$ cat config.mk
export PLATFORM = sky130hd
export DESIGN_NAME = utf8_stream_decoder
export DESIGN_NICKNAME = d
export VERILOG_FILES = /design/src/sv/utf8d_pkg.sv /design/src/sv/utf8d_core.sv /design/src/sv/utf8d_outq.sv /design/src/sv/utf8_stream_decoder.sv
export SDC_FILE = /design/constraint.sdc
export NUM_CORES = 1
export LEC_CHECK = 0
export BUFFER_PORTS_ARGS = -buffer_cell sky130_fd_sc_hd__buf_2
export CAP_MARGIN = 25
export CORE_ASPECT_RATIO = 0.6
export CORE_MARGIN = 2
export CORE_UTILIZATION = 45
export DETAILED_ROUTE_END_ITERATION = 10
export PLACE_DENSITY = 0.59
export SETUP_SLACK_MARGIN = 0.02
export SYNTH_ARGS = -nofsm -noshare
export SYNTH_HDL_FRONTEND = slang
export SYNTH_HIERARCHICAL = 1
export SYNTH_SLANG_ARGS = --single-unit
$ cat constraint.sdc
create_clock -name clk -period 4.1 [get_ports clk]
set_input_delay 0.82 -clock clk [delete_from_list [all_inputs] [get_ports clk]]
set_output_delay 0.82 -clock clk [all_outputs]
set_load 0.03 [all_outputs]
$ cat src/sv/utf8d_pkg.sv
// utf8d_pkg: shared types and constants for the utf-8 stream decoder
// used by utf8d_core, utf8d_outq and utf8_stream_decoder; no dependencies
`timescale 1ns / 1ps

package utf8d_pkg;

  localparam int unsigned CpW      = 21;
  localparam int unsigned PartialW = 15;

  localparam logic [CpW-1:0] SubstChar = 21'h00003F;

  // lead byte patterns and payload masks
  localparam logic [7:0] Lead2Mask = 8'hE0;
  localparam logic [7:0] Lead2Val  = 8'hC0;
  localparam logic [7:0] Lead3Mask = 8'hF0;
  localparam logic [7:0] Lead3Val  = 8'hE0;
  localparam logic [7:0] Lead4Mask = 8'hF8;
  localparam logic [7:0] Lead4Val  = 8'hF0;
  localparam logic [7:0] ContMask  = 8'hC0;
  localparam logic [7:0] ContVal   = 8'h80;

  typedef struct packed {
    logic [CpW-1:0] code_point;
    logic           is_error;
    logic           last;
  } result_t;

  // what one byte produces: zero, one or two results
  typedef struct packed {
    logic [1:0] count;
    result_t    first;
    result_t    second;
  } decode_t;

endpackage

$ cat src/sv/utf8d_core.sv
// utf8d_core: sequence state and single-pass decode of one byte
// depends on utf8d_pkg
`timescale 1ns / 1ps

module utf8d_core (
  input  logic               clk,
  input  logic               rst,
  input  logic               accept,
  input  logic [7:0]         data_byte,
  output utf8d_pkg::decode_t dec
);

  logic [1:0]                     pending_count;
  logic [1:0]                     pending_count_next;
  logic [utf8d_pkg::PartialW-1:0] partial_value;
  logic [utf8d_pkg::PartialW-1:0] partial_value_next;

  // fresh-start decode of the byte, used with no sequence open and to restart after an interrupted sequence
  logic                           st_emit;
  utf8d_pkg::result_t             st_res;
  logic [1:0]                     st_pend;
  logic [utf8d_pkg::PartialW-1:0] st_partial;
  logic [utf8d_pkg::CpW-1:0]      joined;
  logic [1:0]                     pend_dec;

  always_comb begin
    st_emit    = 1'b0;
    st_pend    = 2'd0;
    st_partial = '0;
    st_res     = '{code_point: utf8d_pkg::SubstChar, is_error: 1'b1, last: 1'b1};
    priority if (!data_byte[7]) begin
      st_emit = 1'b1;
      st_res  = '{code_point: {13'd0, data_byte}, is_error: 1'b0, last: 1'b1};
    end else if ((data_byte & utf8d_pkg::Lead2Mask) == utf8d_pkg::Lead2Val) begin
      st_pend    = 2'd1;
      st_partial = {10'd0, data_byte[4:0]};
    end else if ((data_byte & utf8d_pkg::Lead3Mask) == utf8d_pkg::Lead3Val) begin
      st_pend    = 2'd2;
      st_partial = {11'd0, data_byte[3:0]};
    end else if ((data_byte & utf8d_pkg::Lead4Mask) == utf8d_pkg::Lead4Val) begin
      st_pend    = 2'd3;
      st_partial = {12'd0, data_byte[2:0]};
    end else begin
      st_emit = 1'b1;
    end
  end

  // continuation merge
  assign joined   = {partial_value, data_byte[5:0]};
  assign pend_dec = pending_count - 2'd1;

  always_comb begin
    dec                = '0;
    pending_count_next = pending_count;
    partial_value_next = partial_value;
    priority if (pending_count == 2'd0) begin
      dec.count          = {1'b0, st_emit};
      dec.first          = st_res;
      pending_count_next = st_pend;
      partial_value_next = st_partial;
    end else if ((data_byte & utf8d_pkg::ContMask) == utf8d_pkg::ContVal) begin
      pending_count_next = pend_dec;
      if (pend_dec == 2'd0) begin
        dec.count          = 2'd1;
        dec.first          = '{code_point: joined, is_error: 1'b0, last: 1'b1};
        partial_value_next = '0;
      end else begin
        partial_value_next = joined[utf8d_pkg::PartialW-1:0];
      end
    end else begin
      // interrupted sequence: substitute, then restart on the same byte
      dec.first          = '{code_point: utf8d_pkg::SubstChar, is_error: 1'b1,
                             last: !st_emit};
      dec.second         = st_res;
      dec.count          = st_emit ? 2'd2 : 2'd1;
      pending_count_next = st_pend;
      partial_value_next = st_partial;
    end
  end

  // sequence state
  always_ff @(posedge clk) begin
    if (rst) begin
      pending_count <= 2'd0;
      partial_value <= '0;
    end else if (accept) begin
      pending_count <= pending_count_next;
      partial_value <= partial_value_next;
    end
  end

endmodule

$ cat src/sv/utf8d_outq.sv
// utf8d_outq: four-entry result queue taking up to two results per cycle
// depends on utf8d_pkg
`timescale 1ns / 1ps

module utf8d_outq (
  input  logic               clk,
  input  logic               rst,
  input  logic               push,
  input  utf8d_pkg::decode_t dec,
  output logic               full,
  output logic               out_valid,
  input  logic               out_stall,
  output utf8d_pkg::result_t head
);

  utf8d_pkg::result_t mem [4];
  logic [1:0]         wr_ptr;
  logic [1:0]         wr_ptr_next;
  logic [1:0]         rd_ptr;
  logic [2:0]         count;
  logic [2:0]         count_next;
  logic [1:0]         n_push;
  logic               pop;

  assign n_push    = push ? dec.count : 2'd0;
  assign pop       = out_valid && !out_stall;
  assign out_valid = (count != 3'd0);
  // room for two results must be guaranteed before a byte is taken
  assign full      = (count > 3'd2);
  assign head      = mem[rd_ptr];

  assign wr_ptr_next = wr_ptr + n_push;
  assign count_next  = count + {1'b0, n_push} - {2'd0, pop};

  // storage writes
  always_ff @(posedge clk) begin
    if (n_push != 2'd0) begin
      mem[wr_ptr] <= dec.first;
    end
    if (n_push == 2'd2) begin
      mem[wr_ptr + 2'd1] <= dec.second;
    end
  end

  // pointers and fill level
  always_ff @(posedge clk) begin
    if (rst) begin
      wr_ptr <= 2'd0;
      rd_ptr <= 2'd0;
      count  <= 3'd0;
    end else begin
      wr_ptr <= wr_ptr_next;
      count  <= count_next;
      if (pop) begin
        rd_ptr <= rd_ptr + 2'd1;
      end
    end
  end

endmodule

$ cat src/sv/utf8_stream_decoder.sv
// utf8_stream_decoder: byte-serial utf-8 decoder, top level
// depends on utf8d_pkg, utf8d_core and utf8d_outq
`timescale 1ns / 1ps

// channel | direction | handshake            | payload
// input   | in        | in_valid / in_stall   | data_byte
// output  | out       | out_valid / out_stall | code_point, is_error, last
//
// one byte is taken per cycle while in_stall is low; its results land in the queue at the next edge
// and, with the queue empty, the first can be taken in the cycle after the byte was accepted
// the four-entry result queue sets the rate: a byte that gives two results fills
// two entries, and input stalls while the queue holds over two
// rst is synchronous and clears the open sequence and empties the queue
// out_stall only backs up the queue; decode state moves only on accepted beats

module utf8_stream_decoder (
  input  logic        clk,
  input  logic        rst,
  input  logic        in_valid,
  output logic        in_stall,
  input  logic [7:0]  data_byte,
  output logic        out_valid,
  input  logic        out_stall,
  output logic [20:0] code_point,
  output logic        is_error,
  output logic        last
);

  utf8d_pkg::decode_t dec;
  utf8d_pkg::result_t head;
  logic               accept;
  logic               full;

  assign in_stall = full;
  assign accept   = in_valid && !full;

  // decode and sequence state
  utf8d_core u_core (
    .clk       (clk),
    .rst       (rst),
    .accept    (accept),
    .data_byte (data_byte),
    .dec       (dec)
  );

  // result queue
  utf8d_outq u_outq (
    .clk       (clk),
    .rst       (rst),
    .push      (accept),
    .dec       (dec),
    .full      (full),
    .out_valid (out_valid),
    .out_stall (out_stall),
    .head      (head)
  );

  assign code_point = head.code_point;
  assign is_error   = head.is_error;
  assign last       = head.last;

endmodule
[Word level (Yosys, flattened, before mapping)]
Memory sizes are Yosys's and may differ from the RTL's. A register that Yosys moved wholly into a read port is not among the register bits.
Cells that the tools add are included.
Operators by class
  $lt $le $gt $ge: 1
  multiplexer cells: 31
  add/subtract/negate cells: 6
  reduce and logical (&&, ||, !) cells: 9
  eq/ne operators: 5
Operators with widths (number)
  15-bit 2-to-1 mux: 6
  25-bit 2-to-1 mux: 2
  23-bit 2-to-1 mux: 2
  24-bit 2-to-1 mux: 1
  2-bit 2-to-1 mux: 10
  9-bit 2-to-1 mux: 1
  1-bit 2-to-1 mux: 8
  5-bit equality test (second input constant): 1
  2-bit by 1-bit adder with 2-bit output (second input constant): 2
  2-bit equality test (second input constant): 2
  4-bit equality test (second input constant): 1
  2-bit zero test: 2
  3-bit by 2-bit adder with 3-bit output: 1
  3-bit equality test (second input constant): 1
  3-bit by 2-bit greater-than comparator with 1-bit output (second input constant): 1
  1-bit zero test: 3
  3-bit 2-to-1 mux: 1
  3-bit nonzero test: 1
  3-bit by 1-bit subtractor with 3-bit output: 1
  2-bit adder: 1
  1-bit logical AND: 2
  2-bit nonzero test: 1
  2-bit by 1-bit subtractor with 2-bit output (second input constant): 1
Word-level totals
  bits in registers: 24
  logic and storage cells: 58
  input bits: 12
  RAM bits: 92
  memories kept: 1
  output and inout bits: 25
Memories
  u_outq.mem: words 4, bits a word 23, read ports 1, clocked after Yosys merged registers in 1, wr ports 2, line utf8d_outq.sv:16  | utf8d_pkg::result_t mem [4];

[Logic depth before layout (Yosys ltp)]
Gate-level depths: netlist of the first run.
  depth after elaboration: 12
  mapped depth: 14

[Hierarchy]
Netlist of the first run, hierarchy kept.
By module, submodules not included
  utf8d_outq: cells each 283, times used 1, seq. area each 2942.8 um^2, area an instance 5022.3 um^2
  utf8d_core: cells each 165, times used 1, seq. area each 340.3 um^2, area an instance 1262.5 um^2
  utf8_stream_decoder: cells each 1, times used 1, seq. area each 0.0 um^2, area an instance 13.8 um^2

[Least setup slack after synthesis of the first run]
Ideal clock, no wire load.
  path type: input port to flip-flop
  from: input data_byte[7]
  to: memory u_outq/mem[1][0] in the netlist's numbering (enable)
  cell stages on the path: 7
  data arrival time: 3.134 ns
  slack: 0.564 ns
  data required time: 3.697 ns
  cell sequence: buf_4 clkbuf_1 a21oi_1 o21a_1 mux2_2 nand2_1 nor2_1
RTL lines
  start, declared: line utf8_stream_decoder.sv:21  | input logic [7:0] data_byte,
  end, declared: line utf8d_outq.sv:16

==> results_dict.tcl, run 1 <==
set metrics [dict create \
    status "completed" \
    finalSetupViolations 0 \
    start_util 0.4609 \
    cp_max_fo 15 \
    fill_cells 1162 \
    fp-row-count 33 \
    async_flop_share 0 \
    clk_pin_slew_ns 0.05 \
    timing.rr.start "u_core/pending_count[1]" \
    max_stage_delay_ns 0.47 \
    synth.avg_cell_area_um2 14.03 \
    crit_path_end_kind "register" \
    crit_path_cell_trace "inv_1 -> ha_1 -> o21a_1 -> o22ai_1 -> a31oi_1 -> nand2_1 -> ha_1 -> inv_1 -> ha_1 -> fa_1 -> xor2_1 -> and2_1 -> nor3_1" \
    yosys_warnings 6 \
    cp-start-kind "register" \
    gp_congestion 0.8182 \
    clock_latency_ns 0.42 \
    hold_path_class "reg -> reg" \
    drv_cap 0 \
    fp.dieH_um 95.64 \
    slowest_stage "ha_1" \
    ios 37 \
    wl_per_cell_um 20.35 \
    nets 506 \
    ctsResizeCount 0 \
    rrSetupSlack_ns 0.86 \
    critical_path_class "reg -> reg" \
    p_total_mw 3.980 \
    p_leak_nw 2.676 \
    powerDensity_nw_per_um2 545.0 \
    dieWidth_um 156.7 \
    instances_no_fill 691 \
    setup.worst_path.start "u_core/pending_count[1]" \
    cp-endpoint "u_outq/count[2]" \
    first_iter_violations 288 \
    dp.cells 659 \
    drc 0 \
    syn_area_um2 6299 \
    cts-root-buf "clkbuf_16" \
    r2r_end "u_outq/count[2]" \
    max_freq_ghz 0.3090 \
    grt_pass1_wl_mm 22.43 \
    die_area_um2 14990 \
    crit_arrival_ns 3.57 \
    core_area_um2 13670 \
    path_depth 13 \
    cp.required_ns 4.43 \
    antenna_found_initial 0 \
    grt_max_degree 29 \
    tritoncts "yes" \
    yosysSeqAreaShare 0.5213 \
    synth_edf_count 92 \
    path_delay_family "adder cells" \
    detail-route-antenna-nets 0 \
    maxSlewHeadroom 0.5860 \
    drive_above_1_share 0.4068 \
    place_ws_ns 0.5975 \
    cpMostUsedCell "ha_1" \
    fin_crit_sh 0.7892 \
    htreeDepth 4 \
    synth.distinct_cells 53 \
    cts_max_path_buffers 2 \
    syn_to_final_growth_pct 15.93 \
    overflow 0 \
    wl_mm 14.06 \
    rsz0062_at_grt "false" \
    place_hpwl_mm 8.965 \
    drv_slew 0 \
    final_hold_viol_count 0 \
    synth-main-ff-cell "edfxtp_1" \
    rr_worst_depth 13 \
    hold_slack_ns 0.4805 \
    worst-slew-pin-transition_ns 0.6174 \
    diodes 0 \
    hold_buffers 0 \
    io_buffers 36 \
    clock-sinks 118 \
    via_count 3717 \
    layout_setup_ws_ns 0.8643 \
    viasPerCell 5.379 \
    post-cts-setup-buffers 0 \
    irDropWorstVdd_mv 0.2868 \
    skew_ns 0.01039 \
    critPathBufInv 2 \
    cts_made_buffers 17 \
    dr.pass1.iters 4 \
    grt_usage 0.2085 \
    grt_pass1_vias 3806 \
    post-route-min-period_ns 3.236 \
    synthCells 449 \
    tns_ns 0 \
    synth-seq-cells 118 \
]
[Yosys cell counts (2+ instances only)]
| library cell | n | area, um2 |
|---|---|---|
| edfxtp_1 | 92 | 2763 |
| buf_2 | 11 | 55.05 |
| buf_6 | 3 | 33.78 |
| nand3b_1 | 5 | 37.54 |
| mux4_2 | 23 | 518.0 |
| mux2_2 | 74 | 833.3 |
| o21ai_0 | 2 | 10.01 |
| xnor2_1 | 2 | 17.52 |
| nor2_1 | 18 | 67.56 |
| a2bb2oi_1 | 5 | 43.79 |
| a21oi_1 | 4 | 20.02 |
| ha_1 | 6 | 75.07 |
| clkbuf_1 | 14 | 52.55 |
| o21a_1 | 16 | 120.1 |
| a21o_1 | 2 | 15.01 |
| nand2_1 | 18 | 67.56 |
| nor4_1 | 3 | 18.77 |
| nor3b_1 | 3 | 22.52 |
| o22ai_1 | 2 | 12.51 |
| a31oi_1 | 2 | 12.51 |
| buf_4 | 15 | 112.6 |
| nand3_1 | 3 | 15.01 |
| a311o_1 | 3 | 30.03 |
| o32a_1 | 5 | 50.05 |
| and2_1 | 15 | 93.84 |
| nor2b_1 | 5 | 31.28 |
| nor3_1 | 9 | 45.04 |
| dfxtp_1 | 26 | 520.5 |
| and3_1 | 3 | 18.77 |
| inv_1 | 18 | 67.56 |
| mux2_4 | 20 | 300.3 |
[worst min-delay path: stages, from the launching register on]
cell	delay (ns)
dfxtp_1	0.32
nand2_1	0.06
a21oi_1	0.05
[final cells by class]
type	instances	area, um2	area share
Clock buffer	19	432.9	0.05929
Clock inverter	12	160.2	0.02193
Inverter	18	67.56	0.009253
Multi-Input combinational cell	282	2756	0.3775
Sequential cell	118	3284	0.4498
Tap cell	192	240.2	0.03290
Timing Repair Buffer	50	360.3	0.04935
[routing by layer]
metal	GRT usage	part of all wire
met5	0	0
met1	0.3046	0.51
met4	0.08333	0.011
met2	0.3012	0.43
met3	0.04636	0.053
[registers in the layout (all words and copies together), names as in the netlist, named ones only]
name,flops
u_outq/wr_ptr,2
u_core/partial_value,15
u_outq/mem,92
u_outq/count,3
u_core/pending_count,2
u_outq/rd_ptr,2
[report_power, final]
| part | switching [mW] | total (mW) | internal, mW |
|---|---|---|---|
| Clock | 0.516 | 1.52 | 1.00 |
| Sequential | 0.0674 | 1.49 | 1.42 |
| Combinational | 0.594 | 0.975 | 0.381 |
[layout by cell type, fill, tap and decap left out, types with 6 or more instances in the layout]
cell	instances
conb_1	14
nor2_1	16
edfxtp_1	92
mux2_2	74
clkbuf_16	17
buf_4	8
buf_2	36
buf_12	6
dfxtp_1	25
inv_1	18
and2_1	15
o21a_1	16
nor3_1	9
nand2_1	18
mux2_4	20
ha_1	6
mux4_2	23
[cell families (layout without fill, tap and decap cells)]
group	Yosys count	in the layout	synth area share
compound gates	49	49	0.06099
xor+xnor	3	3	0.004172
buf+inv	62	99	0.05165
flops	118	118	0.5213
other cells	1	14	0.0005954
simple gates	92	92	0.08403
mux	117	117	0.2622
fa+ha+maj	7	7	0.01510
[worst min-delay path by stage]
stage / from / endpoint / cells after the start
3_5_place_dp: u_core/partial_value[3] / u_core/partial_value[3] / 2
2_1_floorplan: u_core/partial_value[14] / u_core/partial_value[14] / 2
4_1_cts: u_core/partial_value[3] / u_core/partial_value[3] / 2
5_1_grt: u_core/partial_value[3] / u_core/partial_value[3] / 2
3_3_place_gp: u_core/partial_value[14] / u_core/partial_value[14] / 2
6_report: u_core/partial_value[3] / u_core/partial_value[3] / 2
[per-stage QoR]
step	area, um2	util
2_1_floorplan	6347	-
3_3_place_gp	6689	0.4894
3_5_place_dp	6689	0.4894
4_1_cts	7282	0.5328
5_1_grt	7302	0.5343
6_report	7302	0.5343
Power figures use the tool's default switching activity.
==> run 2, diff against run 1 <==
- clock period: 4.1 -> 3.2 ns (I/O delays scaled with it)
==> run 2 against run 1 <==
Flip-flop and latch count is the same; routed wire length grew 4.2%; first-iteration DRC count shrank 16%; die area is the same; setup slack lost 0.46 ns; sequential share of layout area shrank 0.10 points; fmax grew 16%; register-to-register slack lost 0.46 ns; sequential power grew 29%; highest routed layer unchanged.
==> results_dict.tcl, run 2 (synthesis gave the netlist of run 1 again) <==
set metrics [dict create \
    cts_made_buffers 17 \
    switching_share 0.3046 \
    tns_ns 0 \
    cts-root-buf "clkbuf_16" \
    place_hpwl_mm 9.542 \
    post-cts-setup-buffers 0 \
    die_area_um2 14990 \
    status "completed" \
    first_iter_violations 242 \
    drv_cap 0 \
    skew_ns 0.01178 \
    top_register "u_outq/mem" \
    drive_above_1_share 0.4185 \
    cp-start-kind "register" \
    htreeDepth 4 \
    viasPerCell 5.462 \
    max_freq_ghz 0.3581 \
    largest_registers "u_outq/mem x92, u_core/partial_value x15, u_outq/count x3" \
    fin_crit_sh 0.8726 \
    final_cell_mix "edfxtp_1, mux2_2, buf_2, dfxtp_1, mux4_2" \
    power.share.clock 0.361 \
    nets 516 \
    place_ws_ns 0.1627 \
    start_util 0.4609 \
    clock_latency_ns 0.42 \
    clock-sinks 118 \
    largest_reg_flops 92 \
    detail-route-antenna-nets 0 \
    clk_pin_slew_ns 0.06 \
    power_frac_seq 0.389 \
    drc 0 \
    core_area_um2 13670 \
    tritoncts "yes" \
    via_count 3829 \
    hold_path_class "reg -> reg" \
    drv_slew 0 \
    powerDensity_nw_per_um2 675.0 \
    cp_max_fo 6 \
    max_stage_delay_ns 0.43 \
    crit_arrival_ns 3.12 \
    final_hold_viol_count 0 \
    dieWidth_um 156.7 \
    overflow 0 \
    p_leak_nw 2.687 \
    hold_buffers 0 \
    worst-slew-pin-transition_ns 0.5708 \
    critical_path_class "reg -> reg" \
    path_delay_family "adder cells" \
    power.internal_mw 3.435 \
    ios 37 \
    hold_slack_ns 0.4832 \
    slowest_stage "fa_1" \
    io_buffers 36 \
    irDropWorstVdd_mv 0.3516 \
    grt_pass1_vias 3741 \
    fp-row-count 33 \
    cpMostUsedCell "ha_1" \
    cp.required_ns 3.53 \
    crit_path_cell_trace "inv_1 -> ha_1 -> nand3_1 -> o22ai_1 -> a31oi_1 -> nand2_1 -> ha_1 -> inv_1 -> ha_1 -> fa_1 -> xor2_1 -> and2_1 -> nor3_1" \
    crit_path_end_kind "register" \
    critPathBufInv 2 \
    dr.pass1.iters 5 \
    p_sw_mw 1.505 \
    layout_commonest_cell "edfxtp_1" \
    antenna_found_initial 0 \
    syn_to_final_growth_pct 16.19 \
    post-route-min-period_ns 2.792 \
    ctsResizeCount 0 \
    grt_usage 0.2117 \
    fp.dieH_um 95.64 \
    maxSlewHeadroom 0.6194 \
    diodes 0 \
    cts_max_path_buffers 2 \
    rrSetupSlack_ns 0.41 \
    wl_per_cell_um 20.91 \
    combPwrFrac 0.249 \
    wl_mm 14.66 \
    rsz0062_at_grt "false" \
    grt_pass1_wl_mm 22.69 \
    gp_congestion 0.8299 \
    grt_max_degree 28 \
    finalSetupViolations 0 \
    layout_setup_ws_ns 0.4076 \
]
==> run 2: cell count changes in the layout (fill, tap and decap cells not counted) <==
cell,before,now
clkinv_4,1,0
buf_12,6,5
bufinv_16,4,2
clkbuf_1,2,3
buf_4,8,19
clkinvlp_4,0,3
clkinv_1,3,2
==> run 2: through the flow <==
stage	std cells	util	power [mW]	area (um2)
after floorplan	462	-	2.829	6350
after global placement	670	0.4955	3.185	6771
after detailed placement	670	0.4955	3.194	6771
after CTS	701	0.5355	4.989	7318
after global routing	701	0.5355	5.167	7318
final	701	0.5355	4.940	7318
==> run 2: path summary, 6_finish.rpt <==
path	cells past startpoint	from	to
max reg2reg	13	u_core/pending_count[0]	u_outq/count[2]
min reg2reg	2	u_core/pending_count[1]	u_core/pending_count[1]
min	2	u_core/pending_count[1]	u_core/pending_count[1]
max	13	u_core/pending_count[0]	u_outq/count[2]
==> run 2: power by group through the flow <==
stage | combinational [mW] | sequential, mW | clock, mW
finish | 1.23 | 1.92 | 1.79
global route | 1.34 | 1.95 | 1.89
CTS | 1.24 | 1.93 | 1.82
detailed placement | 1.24 | 1.96 | 0
global placement | 1.23 | 1.95 | 0
floorplan | 0.942 | 1.89 | 0
==> run 2: worst reg2reg max path: cells and delay by family, from the launching register on <==
kind,cells,cell delay (ns)
adders and majority gates,4,1.18
and+or+nand+nor,4,0.52
AOI/OAI and AO/OA,2,0.37
DFF,1,0.36
xor gates and xnor gates,1,0.16
buffers and inverters,2,0.11
==> run 2: cell type report <==
| class | instances | area, um2 |
|---|---|---|
| Fill cell | 1159 | 6349 |
| Sequential cell | 118 | 3284 |
| Multi-Input combinational cell | 282 | 2756 |
| Clock buffer | 20 | 436.7 |
| Timing Repair Buffer | 60 | 422.9 |
| Tap cell | 192 | 240.2 |
| Clock inverter | 11 | 110.1 |
| Inverter | 18 | 67.56 |
==> run 2: metal layers <==
metal,vias to the layer above,wire (um),GRT usage
li1,1788,-,-
met1,1917,7357,0.3178
met2,110,6219,0.2968
met3,14,938,0.06182
met4,0,142,0.05657
met5,-,0,0
